===== config.mk =====
export PLATFORM = sky130hd
export DESIGN_NAME = sql_subset_lexer_core_flat
export DESIGN_NICKNAME = d
export VERILOG_FILES = /design/src/hw/rtl/sqll_pkg.sv /design/src/hw/rtl/sqll_if.sv /design/src/hw/rtl/sqll_step.sv /design/src/hw/rtl/sqll_outq.sv /design/src/hw/rtl/sql_subset_lexer_core.sv /design/src/flat_wrapper.sv
export SDC_FILE = /design/constraint.sdc
export NUM_CORES = 1
export LEC_CHECK = 0
export BUFFER_PORTS_ARGS = -buffer_cell sky130_fd_sc_hd__buf_2
export CAP_MARGIN = 15
export CORE_MARGIN = 2
export CORE_UTILIZATION = 50
export DETAILED_ROUTE_END_ITERATION = 7
export PLACE_DENSITY = 0.69
export SLEW_MARGIN = 20
export SYNTH_ARGS = -nofsm -noshare
export SYNTH_HDL_FRONTEND = slang
export SYNTH_HIERARCHICAL = 1
export SYNTH_SLANG_ARGS = --single-unit

===== constraint.sdc =====
create_clock -name clk -period 9.1 [get_ports clk]
set_clock_uncertainty 0.2 [all_clocks]
set_input_delay 0.91 -clock clk [delete_from_list [all_inputs] [get_ports clk]]
set_output_delay 0.91 -clock clk [all_outputs]
set_load 0.02 [all_outputs]

===== src/hw/rtl/sqll_pkg.sv =====
`default_nettype none

package sqll_pkg;

    localparam logic [15:0] MAX_COLUMNS = 16'hFFFF;
    localparam int KW_BYTES = 7;
    localparam int KW_COUNT = 23;
    localparam int RES_MAX = 3;
    localparam int Q_DEPTH = 4;

    typedef logic [15:0] col_t;
    typedef logic [0:KW_BYTES-1][7:0] kw_buf_t;

    typedef enum logic [2:0] {
        MODE_IDLE,
        MODE_WORD,
        MODE_NUM,
        MODE_DQ,
        MODE_SQ,
        MODE_OP
    } lex_mode_t;

    typedef enum logic [1:0] {
        OP_NONE,
        OP_BANG,
        OP_LT,
        OP_GT
    } pend_op_t;

    localparam logic [4:0] K_KW      = 5'd0;
    localparam logic [4:0] K_ID      = 5'd1;
    localparam logic [4:0] K_NUM     = 5'd2;
    localparam logic [4:0] K_STR     = 5'd3;
    localparam logic [4:0] K_COMMA   = 5'd4;
    localparam logic [4:0] K_SEMI    = 5'd5;
    localparam logic [4:0] K_LPAREN  = 5'd6;
    localparam logic [4:0] K_RPAREN  = 5'd7;
    localparam logic [4:0] K_EQ      = 5'd8;
    localparam logic [4:0] K_NEQ     = 5'd9;
    localparam logic [4:0] K_LT      = 5'd10;
    localparam logic [4:0] K_GT      = 5'd11;
    localparam logic [4:0] K_PLUS    = 5'd12;
    localparam logic [4:0] K_MINUS   = 5'd13;
    localparam logic [4:0] K_STAR    = 5'd14;
    localparam logic [4:0] K_SLASH   = 5'd15;
    localparam logic [4:0] K_GTEQ    = 5'd16;
    localparam logic [4:0] K_LTEQ    = 5'd17;
    localparam logic [4:0] K_INVALID = 5'd18;
    localparam logic [4:0] K_EOF     = 5'd19;
    localparam logic [4:0] K_ERR     = 5'd20;

    localparam logic [2:0] ERR_NONE     = 3'd0;
    localparam logic [2:0] ERR_BAD_CHAR = 3'd1;
    localparam logic [2:0] ERR_BANG     = 3'd2;
    localparam logic [2:0] ERR_BANG_END = 3'd3;
    localparam logic [2:0] ERR_OPEN_STR = 3'd4;

    typedef struct packed {
        lex_mode_t mode;
        pend_op_t  op;
        col_t      col;
        col_t      start;
        col_t      len;
        logic      ovf;
    } lex_state_t;

    typedef struct packed {
        logic [4:0] token_kind;
        logic [4:0] keyword_id;
        col_t       start_col;
        col_t       text_len;
        logic [2:0] error_code;
        col_t       error_col;
        logic       last_result;
    } token_t;

    // Keywords padded with spaces to the buffer length; only the first
    // KW_LEN bytes take part in a compare.
    localparam kw_buf_t KW_TEXT [KW_COUNT] = '{
        "SELECT ", "FROM   ", "WHERE  ", "ORDER  ", "BY     ", "AND    ",
        "OR     ", "CREATE ", "TABLE  ", "INT    ", "PRIMARY", "KEY    ",
        "VARCHAR", "BOOL   ", "UPDATE ", "SET    ", "INSERT ", "INTO   ",
        "VALUES ", "TRUE   ", "FALSE  ", "DELETE ", "DROP   "
    };

    localparam logic [2:0] KW_LEN [KW_COUNT] = '{
        3'd6, 3'd4, 3'd5, 3'd5, 3'd2, 3'd3, 3'd2, 3'd6, 3'd5, 3'd3, 3'd7, 3'd3,
        3'd7, 3'd4, 3'd6, 3'd3, 3'd6, 3'd4, 3'd6, 3'd4, 3'd5, 3'd6, 3'd4
    };

    function automatic col_t sat_inc(input col_t v);
        return (v == MAX_COLUMNS) ? v : col_t'(v + 16'd1);
    endfunction

    function automatic logic is_alpha(input logic [7:0] c);
        return (c >= "A" && c <= "Z") || (c >= "a" && c <= "z");
    endfunction

    function automatic logic is_digit(input logic [7:0] c);
        return c >= "0" && c <= "9";
    endfunction

    function automatic logic is_space(input logic [7:0] c);
        return c == " " || (c >= 8'd9 && c <= 8'd13);
    endfunction

    function automatic logic [7:0] upcase(input logic [7:0] c);
        return (c >= "a" && c <= "z") ? 8'(c - 8'd32) : c;
    endfunction

    function automatic logic [4:0] single_kind(input logic [7:0] c);
        logic [4:0] k;
        case (c)
            ",":     k = K_COMMA;
            ";":     k = K_SEMI;
            "(":     k = K_LPAREN;
            ")":     k = K_RPAREN;
            "=":     k = K_EQ;
            "+":     k = K_PLUS;
            "-":     k = K_MINUS;
            "*":     k = K_STAR;
            "/":     k = K_SLASH;
            default: k = K_KW;
        endcase
        return k;
    endfunction

    function automatic logic [4:0] kw_lookup(input kw_buf_t b, input col_t len,
                                             input logic ovf);
        logic [4:0] id;
        logic       hit;
        id = 5'd0;
        if (!ovf && len <= col_t'(KW_BYTES)) begin
            for (int k = 0; k < KW_COUNT; k++) begin
                hit = (len == {13'd0, KW_LEN[k]});
                for (int i = 0; i < KW_BYTES; i++) begin
                    if (3'(i) < KW_LEN[k] && b[i] != KW_TEXT[k][i]) begin
                        hit = 1'b0;
                    end
                end
                if (hit && id == 5'd0) begin
                    id = 5'(k + 1);
                end
            end
        end
        return id;
    endfunction

    function automatic token_t mk_tok(input logic [4:0] kind, input logic [4:0] kw,
                                      input col_t start, input col_t len,
                                      input logic [2:0] err, input col_t ecol);
        token_t t;
        t.token_kind  = kind;
        t.keyword_id  = kw;
        t.start_col   = start;
        t.text_len    = len;
        t.error_code  = err;
        t.error_col   = ecol;
        t.last_result = 1'b0;
        return t;
    endfunction

    function automatic token_t mk_word(input kw_buf_t b, input col_t start,
                                       input col_t len, input logic ovf);
        logic [4:0] id;
        id = kw_lookup(b, len, ovf);
        return mk_tok((id != 5'd0) ? K_KW : K_ID, id, start, len, ERR_NONE, 16'd0);
    endfunction

endpackage

`default_nettype wire


===== src/hw/rtl/sqll_if.sv =====
`default_nettype none

interface sqll_text_if;
    logic       valid;
    logic       ready;
    logic [7:0] ch;
    logic       has_char;
    logic       end_of_text;

    modport source (output valid, output ch, output has_char, output end_of_text,
                    input ready);
    modport sink (input valid, input ch, input has_char, input end_of_text,
                  output ready);
endinterface

interface sqll_token_if;
    logic        valid;
    logic        ready;
    logic [4:0]  token_kind;
    logic [4:0]  keyword_id;
    logic [15:0] start_col;
    logic [15:0] text_len;
    logic [2:0]  error_code;
    logic [15:0] error_col;
    logic        last_result;

    modport source (output valid, output token_kind, output keyword_id,
                    output start_col, output text_len, output error_code,
                    output error_col, output last_result, input ready);
    modport sink (input valid, input token_kind, input keyword_id,
                  input start_col, input text_len, input error_code,
                  input error_col, input last_result, output ready);
endinterface

`default_nettype wire


===== src/hw/rtl/sqll_step.sv =====
`default_nettype none

module sqll_step
    import sqll_pkg::*;
(
    input  logic [7:0] ch,
    input  logic       has_char,
    input  logic       end_of_text,
    input  lex_state_t st,
    input  kw_buf_t    kbuf,
    output lex_state_t st_next,
    output kw_buf_t    kbuf_next,
    output token_t     res [RES_MAX],
    output logic [1:0] res_cnt
);

    // Slots in emission order: token closed by this character, the
    // character's own token, token closed by end of text, then Eof.
    logic [3:0] slot_v;
    token_t     slot_t [4];
    lex_state_t s;
    kw_buf_t    kb;
    logic       consumed;
    logic [7:0] quote;
    logic [1:0] n;

    always_comb
    begin
        s        = st;
        kb       = kbuf;
        slot_v   = '0;
        slot_t   = '{default: '0};
        consumed = 1'b0;
        quote    = (st.mode == MODE_DQ) ? 8'h22 : 8'h27;

        if (has_char)
        begin
            s.col = sat_inc(s.col);
            case (s.mode)
                MODE_WORD:
                begin
                    if (is_alpha(ch) || is_digit(ch) || ch == "_")
                    begin
                        if (s.len < col_t'(KW_BYTES))
                            kb[s.len[2:0]] = upcase(ch);
                        else
                            s.ovf = 1'b1;
                        s.len    = sat_inc(s.len);
                        consumed = 1'b1;
                    end
                    else
                    begin
                        slot_v[0] = 1'b1;
                        slot_t[0] = mk_word(kb, s.start, s.len, s.ovf);
                        s.mode    = MODE_IDLE;
                    end
                end
                MODE_NUM:
                begin
                    if (is_digit(ch))
                    begin
                        s.len    = sat_inc(s.len);
                        consumed = 1'b1;
                    end
                    else
                    begin
                        slot_v[0] = 1'b1;
                        slot_t[0] = mk_tok(K_NUM, 5'd0, s.start, s.len, ERR_NONE, 16'd0);
                        s.mode    = MODE_IDLE;
                    end
                end
                MODE_DQ, MODE_SQ:
                begin
                    consumed = 1'b1;
                    if (ch == quote)
                    begin
                        slot_v[0] = 1'b1;
                        slot_t[0] = mk_tok(K_STR, 5'd0, s.start, s.len, ERR_NONE, 16'd0);
                        s.mode    = MODE_IDLE;
                    end
                    else
                    begin
                        s.len = sat_inc(s.len);
                    end
                end
                MODE_OP:
                begin
                    slot_v[0] = 1'b1;
                    if (ch == "=")
                    begin
                        slot_t[0] = mk_tok((s.op == OP_BANG) ? K_NEQ :
                                           (s.op == OP_LT) ? K_LTEQ : K_GTEQ,
                                           5'd0, s.start, 16'd2, ERR_NONE, 16'd0);
                        consumed  = 1'b1;
                    end
                    else if (s.op == OP_BANG)
                    begin
                        slot_t[0] = mk_tok(K_INVALID, 5'd0, s.start, 16'd1, ERR_BANG, s.col);
                    end
                    else
                    begin
                        slot_t[0] = mk_tok((s.op == OP_LT) ? K_LT : K_GT, 5'd0, s.start,
                                           16'd1, ERR_NONE, 16'd0);
                    end
                    s.mode = MODE_IDLE;
                    s.op   = OP_NONE;
                end
                default:
                begin
                    s.mode = MODE_IDLE;
                end
            endcase

            if (!consumed)
            begin
                if (is_space(ch))
                begin
                    s.mode = s.mode;
                end
                else if (is_digit(ch))
                begin
                    s.mode  = MODE_NUM;
                    s.start = s.col;
                    s.len   = 16'd1;
                end
                else if (is_alpha(ch))
                begin
                    s.mode  = MODE_WORD;
                    s.start = s.col;
                    s.len   = 16'd1;
                    s.ovf   = 1'b0;
                    kb[0]   = upcase(ch);
                end
                else if (ch == 8'h22 || ch == 8'h27)
                begin
                    s.mode  = (ch == 8'h22) ? MODE_DQ : MODE_SQ;
                    s.start = s.col;
                    s.len   = 16'd0;
                end
                else if (ch == "!" || ch == "<" || ch == ">")
                begin
                    s.mode  = MODE_OP;
                    s.op    = (ch == "!") ? OP_BANG : (ch == "<") ? OP_LT : OP_GT;
                    s.start = s.col;
                    s.len   = 16'd1;
                end
                else if (single_kind(ch) != K_KW)
                begin
                    slot_v[1] = 1'b1;
                    slot_t[1] = mk_tok(single_kind(ch), 5'd0, s.col, 16'd1, ERR_NONE, 16'd0);
                end
                else
                begin
                    slot_v[1] = 1'b1;
                    slot_t[1] = mk_tok(K_ERR, 5'd0, s.col, 16'd1, ERR_BAD_CHAR, s.col);
                end
            end
        end

        if (end_of_text)
        begin
            case (s.mode)
                MODE_WORD:
                begin
                    slot_v[2] = 1'b1;
                    slot_t[2] = mk_word(kb, s.start, s.len, s.ovf);
                end
                MODE_NUM:
                begin
                    slot_v[2] = 1'b1;
                    slot_t[2] = mk_tok(K_NUM, 5'd0, s.start, s.len, ERR_NONE, 16'd0);
                end
                MODE_DQ, MODE_SQ:
                begin
                    slot_v[2] = 1'b1;
                    slot_t[2] = mk_tok(K_STR, 5'd0, s.start, s.len, ERR_OPEN_STR,
                                       sat_inc(s.col));
                end
                MODE_OP:
                begin
                    slot_v[2] = 1'b1;
                    if (s.op == OP_BANG)
                        slot_t[2] = mk_tok(K_INVALID, 5'd0, s.start, 16'd1, ERR_BANG_END,
                                           sat_inc(s.start));
                    else
                        slot_t[2] = mk_tok((s.op == OP_LT) ? K_LT : K_GT, 5'd0, s.start,
                                           16'd1, ERR_NONE, 16'd0);
                end
                default:
                begin
                    slot_v[2] = 1'b0;
                end
            endcase
            slot_v[3] = 1'b1;
            slot_t[3] = mk_tok(K_EOF, 5'd0, sat_inc(s.col), 16'd0, ERR_NONE, 16'd0);
            s.mode    = MODE_IDLE;
            s.op      = OP_NONE;
            s.col     = 16'd0;
            s.start   = 16'd0;
            s.len     = 16'd0;
            s.ovf     = 1'b0;
        end

        st_next   = s;
        kbuf_next = kb;
    end

    // At most three results per character; anything beyond is dropped.
    // The final result of the character carries last_result.
    always_comb
    begin
        res = '{default: '0};
        n   = 2'd0;
        for (int i = 0; i < 4; i++)
        begin
            if (slot_v[i] && n != 2'd3)
            begin
                res[n] = slot_t[i];
                n      = 2'(n + 2'd1);
            end
        end
        if (n != 2'd0)
        begin
            res[2'(n - 2'd1)].last_result = 1'b1;
        end
        res_cnt = n;
    end

endmodule

`default_nettype wire


===== src/hw/rtl/sqll_outq.sv =====
`default_nettype none

module sqll_outq
    import sqll_pkg::*;
(
    input  logic       clk,
    input  logic       rst_n,
    input  logic       push,
    input  logic [1:0] push_cnt,
    input  token_t     push_data [RES_MAX],
    input  logic       pop,
    output logic       head_valid,
    output token_t     head,
    output logic       room,
    output logic [2:0] fill
);

    token_t     mem [Q_DEPTH];
    logic [1:0] wr_reg, wr_next;
    logic [1:0] rd_reg, rd_next;
    logic [2:0] cnt_reg, cnt_next;
    logic [1:0] add;

    assign add      = push ? push_cnt : 2'd0;
    assign wr_next  = 2'(wr_reg + add);
    assign rd_next  = pop ? 2'(rd_reg + 2'd1) : rd_reg;
    assign cnt_next = 3'(cnt_reg + {1'b0, add} - {2'b00, pop});

    assign head_valid = (cnt_reg != 3'd0);
    assign head       = mem[rd_reg];
    // A new request needs space for its worst case of three results.
    assign room       = (cnt_reg <= 3'd1);
    assign fill       = cnt_reg;

    always_ff @(posedge clk)
    begin
        for (int i = 0; i < RES_MAX; i++)
        begin
            if (push && 2'(i) < push_cnt)
            begin
                mem[2'(wr_reg + 2'(i))] <= push_data[i];
            end
        end
    end

    always_ff @(posedge clk or negedge rst_n)
    begin
        if (!rst_n)
        begin
            wr_reg  <= 2'd0;
            rd_reg  <= 2'd0;
            cnt_reg <= 3'd0;
        end
        else
        begin
            wr_reg  <= wr_next;
            rd_reg  <= rd_next;
            cnt_reg <= cnt_next;
        end
    end

endmodule

`default_nettype wire


===== src/hw/rtl/sql_subset_lexer_core.sv =====
// Streaming SQL tokenizer. Text bytes arrive on the "text" channel, one
// request per byte, with has_char and end_of_text flags; tokens leave on
// the "tokens" channel with kind, keyword id, start column, length, error
// code and column, and last_result on the final token of a request.
// Each accepted byte is lexed in the same cycle against the lexer state and
// its zero to three results are written into a four-entry result queue, so
// the results of a byte are registered before they reach the token channel.
// A request is taken only while the queue holds at most one result. With
// one result per byte or none, and an attentive receiver, a byte is taken
// every cycle; a byte that yields two or three results holds off the next
// byte, because the queue drains one token per cycle.
// When the receiver stalls, results stay in the queue and the text channel
// drops ready once two results are waiting.
// Reset empties the queue and returns the lexer to idle at column zero.
// The end_of_text request flushes any open token, adds Eof and restarts the
// column count for the next text.
`default_nettype none

module sql_subset_lexer_core
    import sqll_pkg::*;
(
    input  logic clk,
    input  logic rst_n,
    sqll_text_if.sink    text,
    sqll_token_if.source tokens
);

    lex_state_t st_reg, st_next;
    kw_buf_t    kbuf_reg, kbuf_next;
    token_t     res [RES_MAX];
    logic [1:0] res_cnt;
    logic       accept;
    logic       pop;
    logic       room;
    logic       head_valid;
    token_t     head;
    logic [2:0] fill;

    assign accept     = text.valid && text.ready;
    assign pop        = tokens.valid && tokens.ready;
    assign text.ready = room;

    sqll_step u_step (
        .ch          (text.ch),
        .has_char    (text.has_char),
        .end_of_text (text.end_of_text),
        .st          (st_reg),
        .kbuf        (kbuf_reg),
        .st_next     (st_next),
        .kbuf_next   (kbuf_next),
        .res         (res),
        .res_cnt     (res_cnt)
    );

    sqll_outq u_outq (
        .clk        (clk),
        .rst_n      (rst_n),
        .push       (accept),
        .push_cnt   (res_cnt),
        .push_data  (res),
        .pop        (pop),
        .head_valid (head_valid),
        .head       (head),
        .room       (room),
        .fill       (fill)
    );

    always_ff @(posedge clk or negedge rst_n)
    begin
        if (!rst_n)
        begin
            st_reg <= '{mode: MODE_IDLE, op: OP_NONE, default: '0};
        end
        else if (accept)
        begin
            st_reg <= st_next;
        end
    end

    always_ff @(posedge clk)
    begin
        if (accept)
        begin
            kbuf_reg <= kbuf_next;
        end
    end

    assign tokens.valid       = head_valid;
    assign tokens.token_kind  = head.token_kind;
    assign tokens.keyword_id  = head.keyword_id;
    assign tokens.start_col   = head.start_col;
    assign tokens.text_len    = head.text_len;
    assign tokens.error_code  = head.error_code;
    assign tokens.error_col   = head.error_col;
    assign tokens.last_result = head.last_result;

`ifndef SYNTHESIS
    a_fill_bound: assert property (@(posedge clk) disable iff (!rst_n)
        fill <= 3'd4)
        else $error("result queue overfilled");

    a_eot_restart: assert property (@(posedge clk) disable iff (!rst_n)
        accept && text.end_of_text |=> st_reg.mode == MODE_IDLE && st_reg.col == 16'd0)
        else $error("end of text did not restart the lexer");

    a_bare_silent: assert property (@(posedge clk) disable iff (!rst_n)
        accept && !text.has_char && !text.end_of_text |=>
            fill == 3'($past(fill) - {2'b00, $past(pop)}))
        else $error("bare request produced results");
`endif

endmodule

`default_nettype wire


===== src/flat_wrapper.sv =====
// flat-port wrapper written by rule: the top's interface ports become plain ports
module sql_subset_lexer_core_flat import sqll_pkg::*;
  (clk, rst_n, text_valid, text_ch, text_has_char, text_end_of_text, text_ready, tokens_valid, tokens_token_kind, tokens_keyword_id, tokens_start_col, tokens_text_len, tokens_error_code, tokens_error_col, tokens_last_result, tokens_ready);
  sqll_text_if text_i ();
  sqll_token_if tokens_i ();
  input  logic clk;
  input  logic rst_n;
  input wire logic [$bits(text_i.valid)-1:0] text_valid;
  input wire logic [$bits(text_i.ch)-1:0] text_ch;
  input wire logic [$bits(text_i.has_char)-1:0] text_has_char;
  input wire logic [$bits(text_i.end_of_text)-1:0] text_end_of_text;
  output wire logic [$bits(text_i.ready)-1:0] text_ready;
  output wire logic [$bits(tokens_i.valid)-1:0] tokens_valid;
  output wire logic [$bits(tokens_i.token_kind)-1:0] tokens_token_kind;
  output wire logic [$bits(tokens_i.keyword_id)-1:0] tokens_keyword_id;
  output wire logic [$bits(tokens_i.start_col)-1:0] tokens_start_col;
  output wire logic [$bits(tokens_i.text_len)-1:0] tokens_text_len;
  output wire logic [$bits(tokens_i.error_code)-1:0] tokens_error_code;
  output wire logic [$bits(tokens_i.error_col)-1:0] tokens_error_col;
  output wire logic [$bits(tokens_i.last_result)-1:0] tokens_last_result;
  input wire logic [$bits(tokens_i.ready)-1:0] tokens_ready;
  assign text_i.valid = text_valid;
  assign text_i.ch = text_ch;
  assign text_i.has_char = text_has_char;
  assign text_i.end_of_text = text_end_of_text;
  assign text_ready = text_i.ready;
  assign tokens_valid = tokens_i.valid;
  assign tokens_token_kind = tokens_i.token_kind;
  assign tokens_keyword_id = tokens_i.keyword_id;
  assign tokens_start_col = tokens_i.start_col;
  assign tokens_text_len = tokens_i.text_len;
  assign tokens_error_code = tokens_i.error_code;
  assign tokens_error_col = tokens_i.error_col;
  assign tokens_last_result = tokens_i.last_result;
  assign tokens_i.ready = tokens_ready;
  sql_subset_lexer_core u_core (.clk(clk), .rst_n(rst_n), .text(text_i), .tokens(tokens_i));
endmodule

Yosys cells after proc, flatten, opt, wreduce, memory -nomap -nowiden. Memory sizes are Yosys's and may differ from the RTL's. Index checks and enable logic that the tools add are counted.

Add/sub/neg operators: 15. Reduce and logical (&&, ||, !) cells: 124. Mux-type cells: 708. Equality and inequality tests: 162. Bitwise operators: 5. Magnitude comparators: 25.

Operator list (count): 5-bit 2-to-1 mux (215); 62-bit 2-to-1 mux (15); 8-bit by 7-bit inequality test with 1-bit output, second input constant (112); 186-bit bitwise mux (4); 186-bit 2-to-1 mux (4); 62-bit demux with 2-bit select (4); 62-bit one-hot mux with 4 select lines (2); 1-bit 2-to-1 mux (407); 124-bit 2-to-1 mux (2); 56-bit 2-to-1 mux (4); 5-bit logical NOT (44); 16-bit by 3-bit == test with 1-bit output, second input constant (8); 32-bit 2-to-1 mux (4); 8-bit by 6-bit == test with 1-bit output, second input constant (15); 59-bit 2-to-1 mux (2); 54-bit 2-to-1 mux (2); 16-bit 2-to-1 mux (6); 33-bit 2-to-1 mux (2); 16-bit by 1-bit adder with 16-bit output, second input constant (4); 16-bit == test, second input constant (4); 16-bit by 2-bit == test with 1-bit output, second input constant (4); 1-bit logical AND (63); 56-bit bitwise mux (1); 8-bit 2-to-1 mux (6); 47 further kinds (105).

Logic and storage cells: 1056. Input port bits: 14. Bits in writable memories: 248. Memories: 1. Flip-flop bits (word level): 117.

Memories: u_core.u_outq.mem (words 4, width 62, rd ports 1, clocked after memory_dff 0, wr ports 3, RTL line sqll_outq.sv:18) `token_t mem [Q_DEPTH];`.

Logic depth before layout (Yosys ltp). Gate-level depths: netlist of run 1.

Depth after elaboration: 184. Gate-level depth with buffers: 27.

Modules after synthesis. The synthesis of run 1 kept the hierarchy.

Modules (own cells, without submodules): sqll_outq (times used 1, area an instance 15497.4 µm², cells each 927); sqll_step (times used 1, area an instance 10137.2 µm², cells each 1769); sql_subset_lexer_core (times used 1, area an instance 3902.5 µm², cells each 172).

Worst setup path after synthesis of run 1. Ideal clock, no wire load.

Path type: input port to flip-flop. Start point: input port text_ch[2]. End point: memory u_core/u_outq/mem[2][0] (netlist name) (enable). Setup time: 0.575 ns. Slack: -1.147 ns. Data required time: 8.325 ns. Data arrival time: 9.473 ns. Stages: 21. Cells stage by stage: buf_6 -> nor4_4 -> nand2_1 -> o221ai_2 -> a21oi_1 -> nor2_1 -> a21oi_1 -> o31ai_1 -> and2_1 -> o21a_1 -> buf_2 -> nand3b_1 -> o21a_1 -> ha_1 -> nor2_1 -> o21ai_0 -> inv_1 -> buf_2 -> o21a_1 -> nor2_1 -> a211oi_1.

RTL lines: start, declared (RTL line flat_wrapper.sv:9) `input wire logic [$bits(text_i.ch)-1:0] text_ch;`; end, declared (RTL line sqll_outq.sv:18).

==> results of run 1 <==
-- cells in the mapped netlist, types with 28 or more instances --
| cell | count | share of area (%) |
|---|---|---|
| a21oi_1 | 88 | 1.5 |
| and2_1 | 32 | 0.68 |
| and3_1 | 33 | 0.70 |
| buf_2 | 58 | 0.98 |
| clkbuf_1 | 105 | 1.3 |
| dfrtp_1 | 61 | 5.2 |
| edfxtp_1 | 304 | 31 |
| inv_1 | 44 | 0.56 |
| mux2_2 | 470 | 18 |
| mux2_4 | 110 | 5.6 |
| mux2i_1 | 34 | 1.2 |
| mux4_2 | 62 | 4.7 |
| nand2_1 | 285 | 3.6 |
| nand2b_1 | 30 | 0.64 |
| nand3_1 | 82 | 1.4 |
| nand4_1 | 39 | 0.83 |
| nor2_1 | 259 | 3.3 |
| nor3_1 | 71 | 1.2 |
| o211ai_1 | 28 | 0.71 |
| o21ai_0 | 127 | 2.2 |
| o22ai_1 | 60 | 1.3 |
| xnor2_1 | 30 | 0.89 |
-- cell type report --
class	count	area share, %
clock inverters	24	0.844
well taps	773	3.01
diodes	1	0.00778
multi-input cells	2259	55.5
clock buffers	58	3.90
flip-flops and latches	365	33.2
repair buffers	149	3.04
inverters	46	0.537
-- path summary, 6_finish.rpt --
kind / start / endpoint / slack [ns] / cells past startpoint
worst max-delay path: text_ch[4] / u_core/u_outq/mem[2][16] / 1.41 / 20
worst min-delay path: u_core/u_outq/fill[2] / u_core/u_outq/fill[2] / 0.31 / 1
worst max register to register: u_core/st_reg[53] / u_core/u_outq/mem[2][16] / 1.96 / 17
worst min register to register: u_core/u_outq/fill[2] / u_core/u_outq/fill[2] / 0.31 / 1
max in group asynchronous: rst_n / u_core/u_outq/rd_reg[0] / 6.97 / 3
min in group asynchronous: rst_n / u_core/st_reg[5] / 0.46 / 2
-- logic make-up (layout without fill, tap and decap cells) --
group           count (synthesis)  in the layout
xor+xnor                       55             55
mux                           676            676
other cells                     1              2
fa+ha+maj                      24             24
simple gates                 1019           1019
buf+inv                       244            277
flops                         365            365
compound gates                484            484
-- metal layers --
layer | track usage [%] | vias up | wire length, µm
li1 | - | 10953 | -
met1 | 47.6 | 12513 | 44600
met2 | 50.3 | 1434 | 45600
met3 | 5.57 | 274 | 9270
met4 | 12.5 | 0 | 3950
met5 | 0 | - | 0
-- per-stage QoR --
stage	cell area, µm²	power, W	std cells
6_report	32200	0.00744	3675
2_1_floorplan	29500	0.00453	2868
5_1_grt	32200	0.00774	3674
3_5_place_dp	30600	0.00552	3591
3_3_place_gp	30600	0.00546	3591
4_1_cts	32100	0.00740	3674
-- where the power goes --
group / total, W / switching, W / leakage [nW] / internal [W]
clock: 0.00187 / 0.000771 / 0.745 / 0.00110
combinational: 0.00320 / 0.00197 / 7.77 / 0.00123
sequential: 0.00238 / 0.000216 / 3.61 / 0.00216
total: 0.00744 / 0.00295 / 12.1 / 0.00449
==> impl_metrics.csv, run 1 <==
group,metric,value,unit
min_path,min-delay-path-class,"flop to flop",
flow_run,maxCapViolCount,0,
final_layout,syn2layout_area_growth,8.87,%
timing,maxSlewHeadroom,21.0,%
critical_path,worst_setup_path_end_kind,"flop",
timing,setup_viol,0,
critical_path,worstSetupStartpointType,"input port",
floorplan,rows,89,
final_layout,layout-drive-gt1-share,31.5,%
logic_synthesis,ys_seq_elements,365,
clocking,cts_resized,0,
clocking,cts-root-buf,"clkbuf_16",
timing,timing.final.crit_period,7.69,ns
logic_synthesis,synth_edf_count,304,
logic_synthesis,synth_xor_xnor_area_share,1.63,%
global_route,grt_pass1_vias,24514,
floorplan,pin_count,78,
logic_synthesis,synth_ff_type,"edfxtp_1",
critical_path,cpPeakStageDelay,0.71,ns
critical_path,crit_chain,"buf_2, and4bb_2, a21boi_1, o221ai_2, a21oi_1, nor2_1, a21oi_1, o31ai_1, and2_1, o21ai_0, o21ai_0, o21ai_0, ha_1, nor2_1, o21ai_0, inv_1, and3_1, or3b_4, buf_4, mux2_4",
clocking,htree_levels,2,
placed_design,hpwl,72600,µm
power_and_ir_drop,static-leakage-power,12.1,nW
clocking,cts_buffer_depth,3,
final_layout,seq_area,0.0107,mm²
critical_path,critPathKind,"input port to flop",
floorplan,core,0.0587,mm²
timing,layout_setup_ws,1.41,ns
drt,drc_errors,0,
timing,tns,0,ns
drt,routed_wl,103000,µm
critical_path,critical_path_buf_inv_count,3,
timing,hold_viol_final,0,
clocking,clk_latency,0.61,ns
clocking,hold_buffers,1,
logic_synthesis,synthSimpleGateAreaFrac,17.4,%
clocking,numCtsBuffers,44,
floorplan,die_area,0.0610,mm²
drt,post_drt_wl_per_cell,28.1,µm
logic_synthesis,avgSynthCellArea,10.3,µm²
critical_path,path_common_cell,"o21ai_0",
final_layout,largest_register_ffs,248,
global_route,grt.overflow.total,0,
logic_synthesis,synth-compound-area-share,10.7,%
logic_synthesis,synth_mux_area_share,29.4,%
placed_design,gp_congestion,1.01,
clocking,clkSinkCount,365,
power_and_ir_drop,ir_drop,0.471,mV
placed_design,port_buffers,77,
floorplan,start_util,50.3,%
power_and_ir_drop,power_density,231,mW/mm²
final_layout,multi_input_area,0.0178,mm²
global_route,grt_max_degree,68,
timing,whs,0.309,ns
run_status,status,"finished clean",
logic_synthesis,yosys.area_share.adder,1.04,%
final_layout,final_util,54.8,%
clocking,path_clk_slew,0.06,ns
critical_path,critical_path.slowest_cell,"o31ai_1",
final_layout,final_nets,2903,
timing,tightest_slew,1.18,ns
logic_synthesis,synth_warnings,6,
logic_synthesis,syn_nets,2906,
floorplan,fp.dieH,247,µm
timing,rsz0062_at_grt,"no",
final_layout,most-common-layout-cells,"470 x mux2_2, 304 x edfxtp_1, 284 x nand2_1",
timing,fmax,0.130,GHz
logic_synthesis,yosysSeqAreaShare,36.1,%
drt,firstDrtPassIters,7,
critical_path,cp.required,9.26,ns
global_route,antenna_found_initial,1,
timing,period_share,84.5,%
placed_design,dp_slack,1.06,ns
final_layout,final_common_cell,"mux2_2",
clocking,cts_setup_buffers,0,
drt,drt_iter0_markers,3148,
clocking,tritoncts,"done",
global_route,track_usage,33.2,%
critical_path,arrival,7.84,ns
critical_path,critPathTopFamily,"compound AO/OA/AOI/OAI gates",
logic_synthesis,synth_top_family_by_area,"multiplexers",
final_layout,fillers,5059,
timing,maxSlewViolCount,0,
logic_synthesis,async_flop_share,16.7,%
drt,vias_per_cell,6.85,
drt,ant_nets,0,
logic_synthesis,synth_cells,2868,
global_route,grt_first_pass_wirelength,154000,µm
drt,via_count,25174,
logic_synthesis,syn_area,0.0295,mm²
logic_synthesis,synthDistinctLibCells,105,
floorplan,die_x,247,µm
critical_path,crit_fanout,30,
No activity file was read; power rests on OpenSTA's default activity.
==> run 2, diff against run 1 <==
==> constraint.sdc (replaced) <==
create_clock -name clk -period 6.6 [get_ports clk]
set_clock_uncertainty 0.2 [all_clocks]
set_input_delay 0.66 -clock clk [delete_from_list [all_inputs] [get_ports clk]]
set_output_delay 0.66 -clock clk [all_outputs]
set_load 0.02 [all_outputs]
==> impl_metrics.csv, run 2 (synthesis results as in run 1) <==
group,metric,value,unit
floorplan,fp.dieH,247,µm
drt,drt_iter0_markers,3127,
clocking,tritoncts,"done",
clocking,cts_buffer_depth,3,
timing,tns,0,ns
clocking,htree_levels,2,
timing,maxSlewViolCount,0,
timing,timing.final.crit_period,5.94,ns
floorplan,start_util,50.3,%
drt,firstDrtPassIters,6,
drt,met1Wirelength,46200,µm
placed_design,gp_congestion,0.994,
power_and_ir_drop,ir_drop,0.405,mV
critical_path,critPathKind,"flop to flop",
final_layout,multi_input_area,0.0179,mm²
clocking,cts_setup_buffers,0,
final_layout,final_common_cell,"mux2_2",
critical_path,crit_fanout,8,
drt,via_count,25762,
timing,tightest_slew,1.22,ns
clocking,path_clk_slew,0.06,ns
clocking,hold_buffers,0,
global_route,grt.overflow.total,0,
floorplan,die_x,247,µm
run_status,status,"finished clean",
global_route,grt_first_pass_wirelength,161000,µm
final_layout,num_antenna_cells,0,
drt,vias_per_cell,6.72,
floorplan,pin_count,78,
clocking,clk_latency,0.61,ns
timing,whs,0.0941,ns
final_layout,largest_register_ffs,248,
floorplan,core,0.0587,mm²
timing,hold_viol_final,0,
critical_path,rr_worst_depth,17,
critical_path,worstSetupStartpointType,"flop",
drt,dr_wl_met2,47400,µm
global_route,grt_max_degree,63,
power_and_ir_drop,power_density,312,mW/mm²
timing,maxSlewHeadroom,18.3,%
drt,routed_wl,108000,µm
floorplan,rows,89,
critical_path,cp.required,6.75,ns
timing,fmax,0.168,GHz
final_layout,seq_area,0.0107,mm²
critical_path,arrival,6.09,ns
drt,ant_nets,0,
clocking,cts-root-buf,"clkbuf_16",
drt,drc_errors,0,
final_layout,final_nets,3063,
power_and_ir_drop,static-leakage-power,12.9,nW
drt,routed-wl-met3,10800,µm
min_path,min-delay-path-class,"input port to async pin",
timing,setup_viol,0,
final_layout,layout-drive-gt1-share,34.8,%
flow_run,maxCapViolCount,0,
global_route,track_usage,34.9,%
clocking,numCtsBuffers,43,
drt,post_drt_wl_per_cell,28.2,µm
global_route,grt_pass1_vias,25368,
drt,topRoutingLayerUsed,"met5",
clocking,cts_resized,0,
final_layout,syn2layout_area_growth,13.7,%
timing,period_share,90.0,%
placed_design,hpwl,77300,µm
final_layout,most-common-layout-cells,"470 x mux2_2, 304 x edfxtp_1, 284 x nand2_1",
critical_path,worst_setup_path_end_kind,"flop",
placed_design,port_buffers,77,
clocking,clkSinkCount,365,
final_layout,fillers,5018,
floorplan,die_area,0.0610,mm²
global_route,antenna_found_initial,1,
timing,rsz0062_at_grt,"no",
[run 2: cell types whose count changed in the layout (fill, tap and decap cells not counted), moves of 2 or more]
cell / change
bufinv_16: +2
inv_16: -2
buf_4: +139
clkbuf_8: -7
buf_12: +23
clkbuf_16: -2
clkbuf_1: +13
clkinv_2: -4
clkinv_1: -2
clkinv_4: -4
[run 2: per-layer routing]
metal  global-route usage, %  up-vias
li1                        -    11257
met1                    49.3    12778
met2                    54.0     1481
met3                    6.61      244
met4                    11.1        2
met5                       0        -
[run 2: report_power, final]
group,total [W],leakage (nW),switching [W],internal [W]
Combinational,0.00467,8.65,0.00276,0.00190
Sequential,0.00332,3.61,0.000343,0.00298
Clock,0.00250,0.682,0.00104,0.00146
[run 2: path summary, 6_finish.rpt]
check,slack (ns),end,start
min in group clk,0.29,u_core/u_outq/fill[2],u_core/u_outq/fill[2]
worst min register to register,0.29,u_core/u_outq/fill[2],u_core/u_outq/fill[2]
worst min-delay path,0.09,u_core/u_outq/rd_reg[0],rst_n
max in group asynchronous,5.41,u_core/u_outq/rd_reg[0],rst_n
worst max-delay path,0.66,u_core/u_outq/mem[0][5],u_core/st_reg[33]
worst max register to register,0.66,u_core/u_outq/mem[0][5],u_core/st_reg[33]
[run 2: area by class of cell]
cell class,instances,share of cell area (%)
repair buffers,310,7.36
inverters,46,0.514
clock inverters,16,0.824
multi-input cells,2259,53.2
clock buffers,62,3.45
flip-flops and latches,365,31.7
well taps,773,2.88
[run 2: through the flow]
step	std cells	instance area [µm²]	util [%]	power (W)	worst slack, ns
6_report	3831	33600	57.2	0.0105	0.658
5_1_grt	3831	33600	57.2	0.0109	0.373
4_1_cts	3831	33600	57.2	0.0104	0.847
3_5_place_dp	3753	32100	54.8	0.00792	0.448
3_3_place_gp	3753	32100	54.8	0.00782	0.508
2_1_floorplan	2868	29600	-	0.00626	0.0138
[run 2: worst max-delay path: stages (launching register included)]
cell and delay [ns]:
dfrtp_1 0.47, ha_1 0.30, nand3_1 0.15, or2_1 0.35
o2111ai_1 0.27, xor2_1 0.11, buf_4 0.18, nor4b_2 0.47
and4bb_2 0.34, nand3b_1 0.14, or4_1 0.66, nand3_1 0.28
nor2_1 0.08, xor2_1 0.50, o22a_1 0.39, o22ai_1 0.20
mux2_2 0.34, mux2_2 0.27
